===== src/hdl/kalman_tilt_angle_filter_macros.svh =====
// Assertion helpers shared by the RTL that checks itself.
`ifndef KALMAN_TILT_ANGLE_FILTER_MACROS_SVH
`define KALMAN_TILT_ANGLE_FILTER_MACROS_SVH

// Same-cycle implication, disabled while reset is held.
`define KTA_ASSERT_NOW(label, clk, rst_n, ante, cons, msg) \
    label: assert property (@(posedge clk) disable iff (!(rst_n)) (ante) |-> (cons)) \
        else $error(msg);

// Next-cycle implication, disabled while reset is held.
`define KTA_ASSERT_NEXT(label, clk, rst_n, ante, cons, msg) \
    label: assert property (@(posedge clk) disable iff (!(rst_n)) (ante) |=> (cons)) \
        else $error(msg);

`endif


===== src/hdl/kta_pkg.sv =====
`timescale 1ns / 1ps
package kta_pkg;

    localparam int AXES_DEF = 2;

    // Register reset values, Q4.28
    localparam logic [30:0] ANGLE_NOISE_RST   = 31'd268435;
    localparam logic [30:0] BIAS_NOISE_RST    = 31'd805306;
    localparam logic [30:0] MEASURE_NOISE_RST = 31'd134217728;
    localparam logic [28:0] SAMPLE_PERIOD_RST = 29'd2684355;

    localparam logic signed [31:0] COV_ONE = 32'sd268435456;
    localparam logic signed [31:0] S32_MAX = 32'sh7FFF_FFFF;
    localparam logic signed [31:0] S32_MIN = 32'sh8000_0000;

    typedef enum logic [1:0] {
        REG_ANGLE_NOISE   = 2'd0,
        REG_BIAS_NOISE    = 2'd1,
        REG_MEASURE_NOISE = 2'd2,
        REG_SAMPLE_PERIOD = 2'd3
    } t_reg_idx;

    typedef enum logic [2:0] {
        ST_IDLE,
        ST_MUL,
        ST_ACC,
        ST_DIV0,
        ST_DIV1,
        ST_DONE
    } t_state;

    // Multiply-accumulate steps, in issue order
    typedef enum logic [3:0] {
        OP_ANG_PRED  = 4'd0,
        OP_PAA       = 4'd1,
        OP_PAB       = 4'd2,
        OP_PBA       = 4'd3,
        OP_PBB       = 4'd4,
        OP_AA_CORR   = 4'd5,
        OP_AB_CORR   = 4'd6,
        OP_BA_CORR   = 4'd7,
        OP_BB_CORR   = 4'd8,
        OP_ANG_CORR  = 4'd9,
        OP_BIAS_CORR = 4'd10
    } t_op;

    typedef struct packed {
        logic               start;
        logic signed [31:0] num;
        logic signed [32:0] den;
    } t_div_req;

    typedef struct packed {
        logic               done;
        logic signed [31:0] quot;
    } t_div_rsp;

    function automatic logic signed [31:0] sat32(input logic signed [41:0] v);
        logic signed [31:0] r;
        if (v > 42'sd2147483647) begin
            r = S32_MAX;
        end else if (v < -42'sd2147483648) begin
            r = S32_MIN;
        end else begin
            r = v[31:0];
        end
        return r;
    endfunction

endpackage


===== src/hdl/kta_div.sv =====
`timescale 1ns / 1ps
module kta_div (
    input  logic              i_clk,
    input  logic              i_rst_n,
    input  kta_pkg::t_div_req i_req,
    output kta_pkg::t_div_rsp o_rsp
);
    import kta_pkg::*;

    logic [31:0] num_mag;
    logic [32:0] den_mag;
    logic        ovf;
    logic [33:0] t1, t2;
    logic        ge1, ge2;
    logic [32:0] rem1, rem2;

    logic        r_busy, r_done;
    logic [3:0]  r_cnt;
    logic [32:0] r_rem, r_dm;
    logic [31:0] r_sh, r_qm;
    logic        r_neg, r_sat, r_zero;

    // Operand magnitudes and overflow check: quotient would reach 2^32
    assign num_mag = i_req.num[31] ? 32'(-i_req.num) : 32'(i_req.num);
    assign den_mag = i_req.den[32] ? 33'(-i_req.den) : 33'(i_req.den);
    assign ovf     = {5'd0, num_mag} >= {den_mag, 4'd0};

    // Two restoring steps per cycle
    always_comb begin
        t1   = {r_rem, r_sh[31]};
        ge1  = t1 >= {1'b0, r_dm};
        rem1 = ge1 ? 33'(t1 - {1'b0, r_dm}) : t1[32:0];
        t2   = {rem1, r_sh[30]};
        ge2  = t2 >= {1'b0, r_dm};
        rem2 = ge2 ? 33'(t2 - {1'b0, r_dm}) : t2[32:0];
    end

    always_ff @(posedge i_clk) begin
        r_done <= 1'b0;
        if (!i_rst_n) begin
            r_busy <= 1'b0;
            r_cnt  <= '0;
        end else if (i_req.start) begin
            r_neg  <= i_req.num[31] ^ i_req.den[32];
            r_zero <= (i_req.den == '0);
            r_sat  <= ovf;
            r_dm   <= den_mag;
            r_rem  <= {5'd0, num_mag[31:4]};
            r_sh   <= {num_mag[3:0], 28'd0};
            r_qm   <= '0;
            r_cnt  <= '0;
            if (i_req.den == '0 || ovf) begin
                r_done <= 1'b1;
            end else begin
                r_busy <= 1'b1;
            end
        end else if (r_busy) begin
            r_rem <= rem2;
            r_sh  <= {r_sh[29:0], 2'b00};
            r_qm  <= {r_qm[29:0], ge1, ge2};
            r_cnt <= r_cnt + 4'd1;
            if (r_cnt == 4'd15) begin
                r_busy <= 1'b0;
                r_done <= 1'b1;
            end
        end
    end

    // Apply sign and saturate the quotient; a zero denominator gives zero
    always_comb begin
        o_rsp.done = r_done;
        if (r_zero) begin
            o_rsp.quot = '0;
        end else if (r_sat) begin
            o_rsp.quot = r_neg ? S32_MIN : S32_MAX;
        end else if (r_neg) begin
            o_rsp.quot = (r_qm > 32'h8000_0000) ? S32_MIN : 32'(-r_qm);
        end else begin
            o_rsp.quot = r_qm[31] ? S32_MAX : r_qm;
        end
    end
endmodule


===== config.mk =====
export PLATFORM = sky130hd
export DESIGN_NAME = kta_div
export DESIGN_NICKNAME = d
export VERILOG_FILES = /design/src/hdl/kalman_tilt_angle_filter_macros.svh /design/src/hdl/kta_pkg.sv /design/src/hdl/kta_div.sv
export SDC_FILE = /design/constraint.sdc
export NUM_CORES = 1
export LEC_CHECK = 0
export BUFFER_PORTS_ARGS = -buffer_cell sky130_fd_sc_hd__buf_4
export CAP_MARGIN = 5
export CELL_PAD_IN_SITES_DETAIL_PLACEMENT = 0
export CELL_PAD_IN_SITES_GLOBAL_PLACEMENT = 1
export CORE_MARGIN = 2
export CORE_UTILIZATION = 35
export CTS_BUF_LIST = sky130_fd_sc_hd__clkbuf_8
export DETAILED_ROUTE_END_ITERATION = 8
export PLACE_DENSITY_LB_ADDON = 0.1
export SYNTH_ARGS = -nofsm -noshare
export SYNTH_HDL_FRONTEND = slang
export SYNTH_SLANG_ARGS = --single-unit

===== constraint.sdc =====
create_clock -name i_clk -period 10.73 [get_ports i_clk]
set_input_delay 1.6095 -clock i_clk [delete_from_list [all_inputs] [get_ports i_clk]]
set_output_delay 1.6095 -clock i_clk [all_outputs]
set_load 0.005 [all_outputs]

==> results.sh, run 1 <==
export IMPL_p_int_mw=1.867
export IMPL_cts_buffer_depth=2
export IMPL_setup_tns_final_ns=0
export IMPL_cap_violations=0
export IMPL_critPathSlowestCell="a221oi_1"
export IMPL_slew_viol_final=0
export IMPL_synthArstFlopShare_pct=0
export IMPL_htree_levels=3
export IMPL_power_mw=3.751
export IMPL_crit_arrival_ns=7.72
export IMPL_area_delta_synth_final_pct=12.14
export IMPL_cts_resized_gates=0
export IMPL_vias=10849
export IMPL_ys_warn_count=0
export IMPL_grt_setup_unrepaired="false"
export IMPL_antenna_found_initial=0
export IMPL_die_area_sq_um=34870
export IMPL_layout_min_cycle_time_ns=7.538
export IMPL_peakVddDrop_v=0.0001464
export IMPL_synth_flop_cell="edfxtp_1"
export IMPL_ys_ff_latch=111
export IMPL_fin_crit_sh_pct=70.26
export IMPL_ys_seq_area_share_pct=28.01
export IMPL_whs_path_depth=2
export IMPL_grt_pass1_wl_microns=60350
export IMPL_finalClockSkew_ns=0.02820
export IMPL_r2r_start="r_sh[31]"
export IMPL_detail_route_antenna_nets=0
export IMPL_finalSetupViolCount=0
export IMPL_synth_edf_count=105
export IMPL_cpPeakStageDelay_ns=0.53
export IMPL_power_share_sequential_pct=17.7
export IMPL_overflow=0
export IMPL_crit_fanout=38
export IMPL_hold_viol_final=0
export IMPL_port_buffers=100
export IMPL_path_delay_family="compound AO/OA/AOI/OAI gates"
export IMPL_initial_core_util_pct=35.74
export IMPL_die_width_microns=186.7
export IMPL_root_buffer="clkbuf_8"
export IMPL_p_leak_nw=5.319
export IMPL_avgSynthCellArea_sq_um=8.312
export IMPL_postCtsHoldBufs=0
export IMPL_place_inst=1905
export IMPL_worstSetupPathType="reg -> reg"
export IMPL_ys_types=77
export IMPL_syn_instance_count=1406
export IMPL_tritoncts="done"
export IMPL_power_frac_comb_pct=74.4
export IMPL_yosysTopAreaCellShare_pct=26.98
export IMPL_reg2reg_slack_ns=3.19
export IMPL_regToRegEndpoint="r_rem[0]"
export IMPL_crit_buf_inv=6
export IMPL_num_rows=66
export IMPL_required_ns=10.91
export IMPL_nets=1642
export IMPL_wl_per_cell_microns=19.99
export IMPL_cts_made_buffers=9
export IMPL_grt_pass1_vias=10337
export IMPL_layout_commonest_cell="a21oi_1"
export IMPL_via_per_inst=5.648
export IMPL_grt_use_total_pct=21.94
export IMPL_timing_fmax_mhz=132.7
export IMPL_r2r_cells=25
export IMPL_whs_endpoint="r_cnt[3]"
export IMPL_synth_largest_area_cell="edfxtp_1"
export IMPL_hp_class="reg -> reg"
export IMPL_synth_area_leaders="edfxtp_1 (27%), ha_1 (10%), xnor2_1 (6.0%)"
export IMPL_final_layout_size_suffix_gt1_share_pct=12.37
export IMPL_gp_congestion=0.9011
export IMPL_syn_area_sq_um=11690
export IMPL_io_pins=101
export IMPL_grt_max_degree=69
export IMPL_post_cts_buffers=0
export IMPL_startpoint_type="register"
export IMPL_power_density_nw_per_um2=286.2
export IMPL_clkTransAtPathRegs_ns=0.13
export IMPL_crit_top_cell="buf_4"
export IMPL_dp_hpwl_microns=30220
export IMPL_drt_pass1_iter_count=5
export IMPL_p_clk_share_pct=7.9
export IMPL_relSlewSlack_pct=38.67
export IMPL_cp_end_kind="register"
export IMPL_antenna_cells=0
export IMPL_clk_latency_ns=0.43
export IMPL_wl_microns=38390
export IMPL_synth_nets=1574
export IMPL_p_switching_mw=1.884
export IMPL_switching_share_pct=50.23
export IMPL_core_sq_um=32700
export IMPL_worst_pin_slew_ns=0.9199
export IMPL_mostFrequentLayoutCells="a21oi_1 (129), nor2_1 (127), buf_4 (113)"
export IMPL_drtIter0Drc=842
export IMPL_holdCritStartpoint="r_cnt[3]"
export IMPL_clock_sinks=111
export IMPL_die_h_microns=186.7
export IMPL_status="finished clean"
export IMPL_stdcell_count=1921
export IMPL_drc=0
## metal layers
metal	global-route usage, %	vias to the layer above	share of wire (%)
met1	33.99	5139	52
met2	32.31	304	42
met5	0	-	0
met4	3.510	0	0.78
li1	-	5388	-
met3	3.310	18	5.8
## registers in the layout (all words and copies together) (netlist names)
signal,count
r_sh,4
r_busy,1
r_sat,1
r_neg,1
r_dm,33
r_qm,32
r_done,1
r_rem,33
r_cnt,4
r_zero,1
## cell type report
type / instances / area (sq um)
clock buffers: 9 / 123.9
clock inverters: 7 / 97.59
fillers: 3442 / 19600
inverters: 95 / 356.6
multi-input cells: 1144 / 7853
flip-flops and latches: 111 / 3273
well taps: 442 / 553.0
repair buffers: 113 / 848.3
## cell families after synthesis
logic type	Yosys count	share of synthesized area, %
and+or+nand+nor	454	19.67
AOI/OAI and AO/OA	448	25.35
buffers and inverters	151	4.904
DFF	111	28.01
xor gates and xnor gates	108	8.094
adders and majority gates	100	10.84
muxes	34	3.137
## stage by stage
stage / hold WS, ns / util [%] / setup slack [ns] / area (sq um)
2_1_floorplan: 0.4787 / - / 3.791 / 11690
3_3_place_gp: 0.4960 / 39.40 / 3.388 / 12880
3_5_place_dp: 0.5084 / 39.40 / 3.248 / 12880
4_1_cts: 0.5376 / 40.08 / 3.206 / 13110
5_1_grt: 0.5537 / 40.08 / 2.707 / 13110
6_report: 0.5411 / 40.08 / 3.192 / 13110
## worst register-to-register path, delay by kind of cell, from the launching register on
family | cells | cell delay (ns)
AOI/OAI and AO/OA | 14 | 4.26
buffers and inverters | 6 | 1.26
adders and majority gates | 3 | 0.90
muxes | 1 | 0.38
DFF | 1 | 0.37
and+or+nand+nor | 1 | 0.13
## power groups by stage
stage	registers [mW]	logic (mW)	clock network, mW
after CTS	0.662	2.76	0.306
after detailed placement	0.672	2.74	0
after global routing	0.673	3.09	0.318
after global placement	0.674	2.75	0
final	0.664	2.79	0.296
after floorplan	0.641	2.08	0
## worst max path at each step
stage / start / slack, ns / cells after the start / end
6_report: r_sh[31] / 3.19 / 25 / r_rem[0]
5_1_grt: r_sh[31] / 2.71 / 25 / r_rem[0]
4_1_cts: r_sh[31] / 3.21 / 25 / r_rem[0]
3_3_place_gp: r_sh[31] / 3.39 / 25 / r_rem[0]
3_5_place_dp: r_sh[31] / 3.25 / 25 / r_rem[0]
2_1_floorplan: r_sh[31] / 3.79 / 25 / r_rem[11]
## cell usage after synthesis (18+ instances only)
master      n
nor3_1     29
xor2_1     28
clkbuf_1   45
o21ai_0    79
nor2b_1    38
ha_1       98
a31oi_1    23
mux2_2     21
nor2_1    127
o31ai_1    21
and3_1     20
nand2_1    85
or2_2      18
a21o_1     39
xnor2_1    80
or3_1      22
nand3_1    34
a21oi_1   129
inv_1      94
edfxtp_1  105
No activity file was read; power rests on OpenSTA's default activity.
==> run 2, diff against run 1 <==
--- a/config.mk
+++ b/config.mk
@@ -5,6 +5,7 @@
 export SDC_FILE = /design/constraint.sdc
 export NUM_CORES = 1
 export LEC_CHECK = 0
+export ABC_AREA = 1
 export BUFFER_PORTS_ARGS = -buffer_cell sky130_fd_sc_hd__buf_4
 export CAP_MARGIN = 5
 export CELL_PAD_IN_SITES_DETAIL_PLACEMENT = 0
==> constraint.sdc (replaced) <==
create_clock -name i_clk -period 6.05 [get_ports i_clk]
set_input_delay 0.9075 -clock i_clk [delete_from_list [all_inputs] [get_ports i_clk]]
set_output_delay 0.9075 -clock i_clk [all_outputs]
set_load 0.005 [all_outputs]
==> run 2 against run 1 <==
Effect of this change: total power up 87%; first-iteration DRC count up 9.4%; routed wire length up 22%; critical path type unchanged; fmax up 41%; worst hold slack worse by 0.053 ns; area after synthesis up 12%; critical endpoint is now r_rem[25]; combinational power up 90%.
==> results.sh, run 2 <==
export IMPL_clkTransAtPathRegs_ns=0.13
export IMPL_die_area_sq_um=39080
export IMPL_synth_nets=2226
export IMPL_met3_usage_pct=2.066
export IMPL_synth_largest_area_cell="edfxtp_1"
export IMPL_vias=13300
export IMPL_drtIter0Drc=921
export IMPL_setup_tns_final_ns=0
export IMPL_synth_area_leaders="edfxtp_1 (24%), nand2_1 (16%), inv_1 (9.5%)"
export IMPL_crit_fanout=55
export IMPL_place_inst=2587
export IMPL_cts_buffer_depth=2
export IMPL_area_delta_synth_final_pct=10.99
export IMPL_reg_largest_list="r_dm (33), r_rem (33), r_qm (32)"
export IMPL_crit_buf_inv=3
export IMPL_drc=0
export IMPL_place_ws_ns=0.7880
export IMPL_status="finished clean"
export IMPL_cap_violations=0
export IMPL_yosysTopAreaCellShare_pct=24.02
export IMPL_port_buffers=100
export IMPL_initial_core_util_pct=35.69
export IMPL_grt_pass1_vias=12962
export IMPL_synth_flop_cell="edfxtp_1"
export IMPL_die_h_microns=197.7
export IMPL_cts_resized_gates=0
export IMPL_syn_area_sq_um=13130
export IMPL_final_layout_size_suffix_gt1_share_pct=8.103
export IMPL_wl_microns=46790
export IMPL_required_ns=6.24
export IMPL_cpPeakStageDelay_ns=0.46
export IMPL_grtUsageMet2_pct=35.54
export IMPL_dp_hpwl_microns=38650
export IMPL_via_per_inst=5.109
export IMPL_clk_latency_ns=0.43
export IMPL_gp_congestion=0.9075
export IMPL_peakVddDrop_v=0.0002222
export IMPL_drt_pass1_iter_count=5
export IMPL_overflow=0
export IMPL_syn_instance_count=2058
export IMPL_fill_cells=4108
export IMPL_synth_edf_count=105
export IMPL_clock_sinks=111
export IMPL_ys_types=47
export IMPL_wl_per_cell_microns=17.97
export IMPL_stdcell_count=2603
export IMPL_path_delay_family="simple AND/OR/NAND/NOR gates"
export IMPL_io_pins=101
export IMPL_p_leak_nw=7.278
export IMPL_hold_viol_final=0
export IMPL_tritoncts="done"
export IMPL_postCtsHoldBufs=0
export IMPL_cp_end_kind="register"
export IMPL_relSlewSlack_pct=43.91
export IMPL_synthArstFlopShare_pct=0
export IMPL_timing_fmax_mhz=186.4
export IMPL_mostFrequentLayoutCells="nand2_1 (552), inv_1 (334), nor2_1 (223)"
export IMPL_root_buffer="clkbuf_8"
export IMPL_grt_setup_unrepaired="false"
export IMPL_grt_max_degree=67
export IMPL_worstSetupPathType="reg -> reg"
export IMPL_synth_common_cells="nand2_1 (552), inv_1 (334), nor2_1 (224), nand3_1 (184), a21oi_1 (118)"
export IMPL_nets=2298
export IMPL_use_met1_pct=38.04
export IMPL_layout_commonest_cell="nand2_1"
export IMPL_htree_levels=3
export IMPL_ys_ff_latch=111
export IMPL_antenna_cells=0
export IMPL_die_width_microns=197.7
export IMPL_worst_pin_slew_ns=0.8394
export IMPL_power_density_nw_per_um2=480.5
export IMPL_finalSetupViolCount=0
export IMPL_synth_most_common_cell="nand2_1"
export IMPL_setup_ws_ns=0.6862
export IMPL_critPathSlowestCell="edfxtp_1"
export IMPL_cts_made_buffers=9
export IMPL_grt_pass1_wl_microns=72970
export IMPL_finalClockSkew_ns=0.02059
export IMPL_crit_arrival_ns=5.55
export IMPL_core_sq_um=36790
export IMPL_ys_seq_area_share_pct=24.93
export IMPL_hp_class="reg -> reg"
export IMPL_startpoint_type="register"
export IMPL_layout_min_cycle_time_ns=5.364
export IMPL_ys_warn_count=0
export IMPL_detail_route_antenna_nets=0
export IMPL_crit_top_cell="nand2_1"
export IMPL_antenna_found_initial=1
export IMPL_avgSynthCellArea_sq_um=6.379
export IMPL_grt_busiest_layer="met1"
export IMPL_fin_crit_sh_pct=88.66
export IMPL_grt_use_total_pct=24.34
export IMPL_num_rows=70
export IMPL_slew_viol_final=0
export IMPL_post_cts_buffers=0
## run 2: path summary, 6_finish.rpt
path                                from         to  slack, ns  cells after the start
worst min-delay path            r_cnt[3]   r_cnt[3]       0.49                      2
worst min register to register  r_cnt[3]   r_cnt[3]       0.49                      2
worst max register to register   r_dm[0]  r_rem[25]       0.69                     27
worst max-delay path             r_dm[0]  r_rem[25]       0.69                     27
## run 2: layout make-up
class / instances / area (sq um) / share of cell area, %
clock buffer: 9 / 123.9 / 0.8501
clock inverter: 7 / 110.1 / 0.7556
inverter: 342 / 1284 / 8.810
multi-input combinational: 1556 / 8357 / 57.35
sequential: 111 / 3273 / 22.46
tap: 468 / 585.6 / 4.019
timing repair buffer: 110 / 838.3 / 5.753
## run 2: stage by stage
step	hold WS (ns)	instance area (sq um)	util [%]	total power [mW]
6_report	0.4881	14570	39.61	7.002
5_1_grt	0.5087	14570	39.61	7.674
4_1_cts	0.4833	14570	39.61	6.955
3_5_place_dp	0.4650	14340	38.98	6.376
3_3_place_gp	0.4529	14340	38.98	6.407
2_1_floorplan	0.4386	13130	-	5.011
## run 2: cells by family (layout without fill, tap and decap cells)
| logic type | after synthesis | in the layout | synth area share (%) |
|---|---|---|---|
| flip-flops | 111 | 111 | 24.93 |
| AND/OR/NAND/NOR | 1077 | 1077 | 34.89 |
| XOR/XNOR | 107 | 107 | 7.138 |
| adder cells (fa/ha/maj) | 100 | 100 | 9.645 |
| AO/OA/AOI/OAI | 272 | 272 | 11.85 |
| buffers and inverters | 391 | 468 | 11.55 |
## run 2: power by group
| group | total [mW] | switching (mW) | internal, mW |
|---|---|---|---|
| Clock | 0.548 | 0.305 | 0.243 |
| Combinational | 5.31 | 3.54 | 1.77 |
| Sequential | 1.14 | 0.0857 | 1.06 |
| Total | 7.00 | 3.93 | 3.07 |
## run 2: worst reg2reg max path, cell delays in order (launching register included)
cell      delay, ns
edfxtp_1       0.46
ha_1           0.18
inv_1          0.08
fa_1           0.45
nand3_1        0.12
nand3_1        0.18
nand2_1        0.14
nand3_2        0.13
nand2_2        0.12
nand2_4        0.27
o21ai_0        0.49
inv_1          0.14
fa_1           0.44
nand3_1        0.09
nand2_1        0.09
nand2_1        0.07
nand2_1        0.12
nand3_1        0.10
nand2_1        0.13
nand2_1        0.10
nand2_1        0.13
nand2_1        0.15
nand3_1        0.08
nand2_1        0.14
buf_4          0.37
nand3_1        0.14
nand3_1        0.14
nand2_1        0.06
## run 2: metal layers
metal / wire length, microns / up-vias
met5: 0 / -
met4: 892 / 0
met3: 2009 / 34
met2: 18920 / 297
met1: 24960 / 6147
li1: - / 6822
==> run 3, diff against run 2 <==
--- a/config.mk
+++ b/config.mk
@@ -10,8 +10,8 @@
 export CAP_MARGIN = 5
 export CELL_PAD_IN_SITES_DETAIL_PLACEMENT = 0
 export CELL_PAD_IN_SITES_GLOBAL_PLACEMENT = 1
-export CORE_MARGIN = 2
-export CORE_UTILIZATION = 35
+export CORE_MARGIN = 1.5
+export CORE_UTILIZATION = 41
 export CTS_BUF_LIST = sky130_fd_sc_hd__clkbuf_8
 export DETAILED_ROUTE_END_ITERATION = 8
 export PLACE_DENSITY_LB_ADDON = 0.1
==> run 3 against run 2 <==
Effect of this change: non-clock buffer count is 2 higher; sequential power hardly changed; clock-buffer cell count stayed put; first-iteration DRC count is 23% higher; die area is 15% lower; critical path depth is 1 higher; core utilization is 6.2 points higher; worst hold slack worse by 0.011 ns; design area is 0.82% lower.
==> results.sh, run 3 (synthesis results as in run 2) <==
export IMPL_status="finished clean"
export IMPL_worst_pin_slew_ns=1.212
export IMPL_finalSetupViolCount=0
export IMPL_slew_viol_final=0
export IMPL_layout_min_cycle_time_ns=5.324
export IMPL_reg2reg_slack_ns=0.73
export IMPL_worstSetupPathType="reg -> reg"
export IMPL_htree_levels=3
export IMPL_core_sq_um=31560
export IMPL_relSlewSlack_pct=19.21
export IMPL_drtIter0Drc=1134
export IMPL_clock_sinks=111
export IMPL_num_rows=65
export IMPL_crit_fanout=55
export IMPL_post_cts_buffers=0
export IMPL_clk_latency_ns=0.43
export IMPL_detail_route_antenna_nets=0
export IMPL_die_h_microns=181.9
export IMPL_layout_commonest_cell="nand2_1"
export IMPL_root_buffer="clkbuf_8"
export IMPL_hold_ws_ns=0.4769
export IMPL_cts_resized_gates=0
export IMPL_cts_buffer_depth=2
export IMPL_setup_ws_ns=0.7258
export IMPL_grt_setup_unrepaired="false"
export IMPL_fill_cells=3409
export IMPL_required_ns=6.23
export IMPL_initial_core_util_pct=41.61
export IMPL_hp_class="reg -> reg"
export IMPL_grt_use_total_pct=27.25
export IMPL_crit_arrival_ns=5.50
export IMPL_cts_made_buffers=9
export IMPL_io_pins=101
export IMPL_power_mw=6.873
export IMPL_grt_pass1_vias=12426
export IMPL_final_layout_size_suffix_gt1_share_pct=8.095
export IMPL_antenna_found_initial=0
export IMPL_gp_congestion=0.9497
export IMPL_wl_microns=45010
export IMPL_area_delta_synth_final_pct=10.08
export IMPL_critPathSlowestCell="o21ai_0"
export IMPL_antenna_cells=0
export IMPL_drt_pass1_iter_count=5
export IMPL_place_ws_ns=0.8375
export IMPL_port_buffers=100
export IMPL_p_leak_nw=7.273
export IMPL_mostFrequentLayoutCells="nand2_1 (552), inv_1 (336), nor2_1 (223)"
export IMPL_grt_max_degree=67
export IMPL_hold_viol_final=0
export IMPL_crit_top_cell="nand2_1"
export IMPL_finalClockSkew_ns=0.03269
export IMPL_startpoint_type="register"
export IMPL_cap_violations=0
export IMPL_timing_fmax_mhz=187.8
export IMPL_cpPeakStageDelay_ns=0.57
export IMPL_fin_crit_sh_pct=88.00
export IMPL_tritoncts="done"
export IMPL_grt_pass1_wl_microns=69130
export IMPL_drc=0
export IMPL_reg_largest_list="r_dm (33), r_rem (33), r_qm (32)"
export IMPL_peakVddDrop_v=0.0003190
export IMPL_nets=2300
export IMPL_die_area_sq_um=33100
export IMPL_die_width_microns=181.9
export IMPL_cp_end_kind="register"
export IMPL_power_density_nw_per_um2=475.5
export IMPL_setup_tns_final_ns=0
export IMPL_vias=13340
export IMPL_dp_hpwl_microns=37480
export IMPL_overflow=0
export IMPL_postCtsHoldBufs=0
export IMPL_via_per_inst=5.254
export IMPL_clkTransAtPathRegs_ns=0.12
export IMPL_wl_per_cell_microns=17.73
## run 3: cell types whose count changed in the layout (fill, tap and decap cells not counted), sizes merged
cell,delta
bufinv,-2
clkinv,+3
clkinvlp,-1
buf,+2
## run 3: power breakdown
| part | switching [mW] | total [mW] | internal [mW] |
|---|---|---|---|
| sequential | 0.0788 | 1.13 | 1.06 |
| combinational | 3.53 | 5.29 | 1.77 |
| clock | 0.291 | 0.443 | 0.152 |
## run 3: worst paths after layout
check,from,end,cells after the start
worst max-delay path,r_sh[31],r_rem[10],28
worst min-delay path,r_cnt[3],r_cnt[3],2
worst max register to register,r_sh[31],r_rem[10],28
worst min register to register,r_cnt[3],r_cnt[3],2
## run 3: layout make-up
| class | instances | area (sq um) | area share [%] |
|---|---|---|---|
| Clock inverter | 7 | 51.30 | 0.3549 |
| Sequential cell | 111 | 3273 | 22.65 |
| Clock buffer | 9 | 123.9 | 0.8571 |
| Inverter | 342 | 1284 | 8.882 |
| Tap cell | 402 | 503.0 | 3.480 |
| Multi-Input combinational cell | 1556 | 8357 | 57.82 |
| Timing Repair Buffer | 112 | 860.8 | 5.956 |
## run 3: critical path: cells and delay by family, from the launching register on
family	cells	cell delay, ns
simple gates	19	2.42
buf+inv	5	0.68
flops	1	0.40
compound gates	1	0.57
fa+ha+maj	3	0.96
## run 3: routing by layer
layer  GRT usage, %  wire length [microns]  part of all wire (%)
met1          41.68                  22980                    51
met2          39.68                  18270                    41
met3          2.808                   2602                   5.8
met4          8.694                   1157                   2.6
met5              0                      0                     0
## run 3: through the flow
step | instance area (sq um) | utilization (%) | cells
after detailed placement | 14250 | 45.16 | 2522
after global placement | 14250 | 45.16 | 2522
after CTS | 14430 | 45.71 | 2538
final | 14450 | 45.80 | 2539
after floorplan | 13130 | - | 2058
after global routing | 14450 | 45.80 | 2539
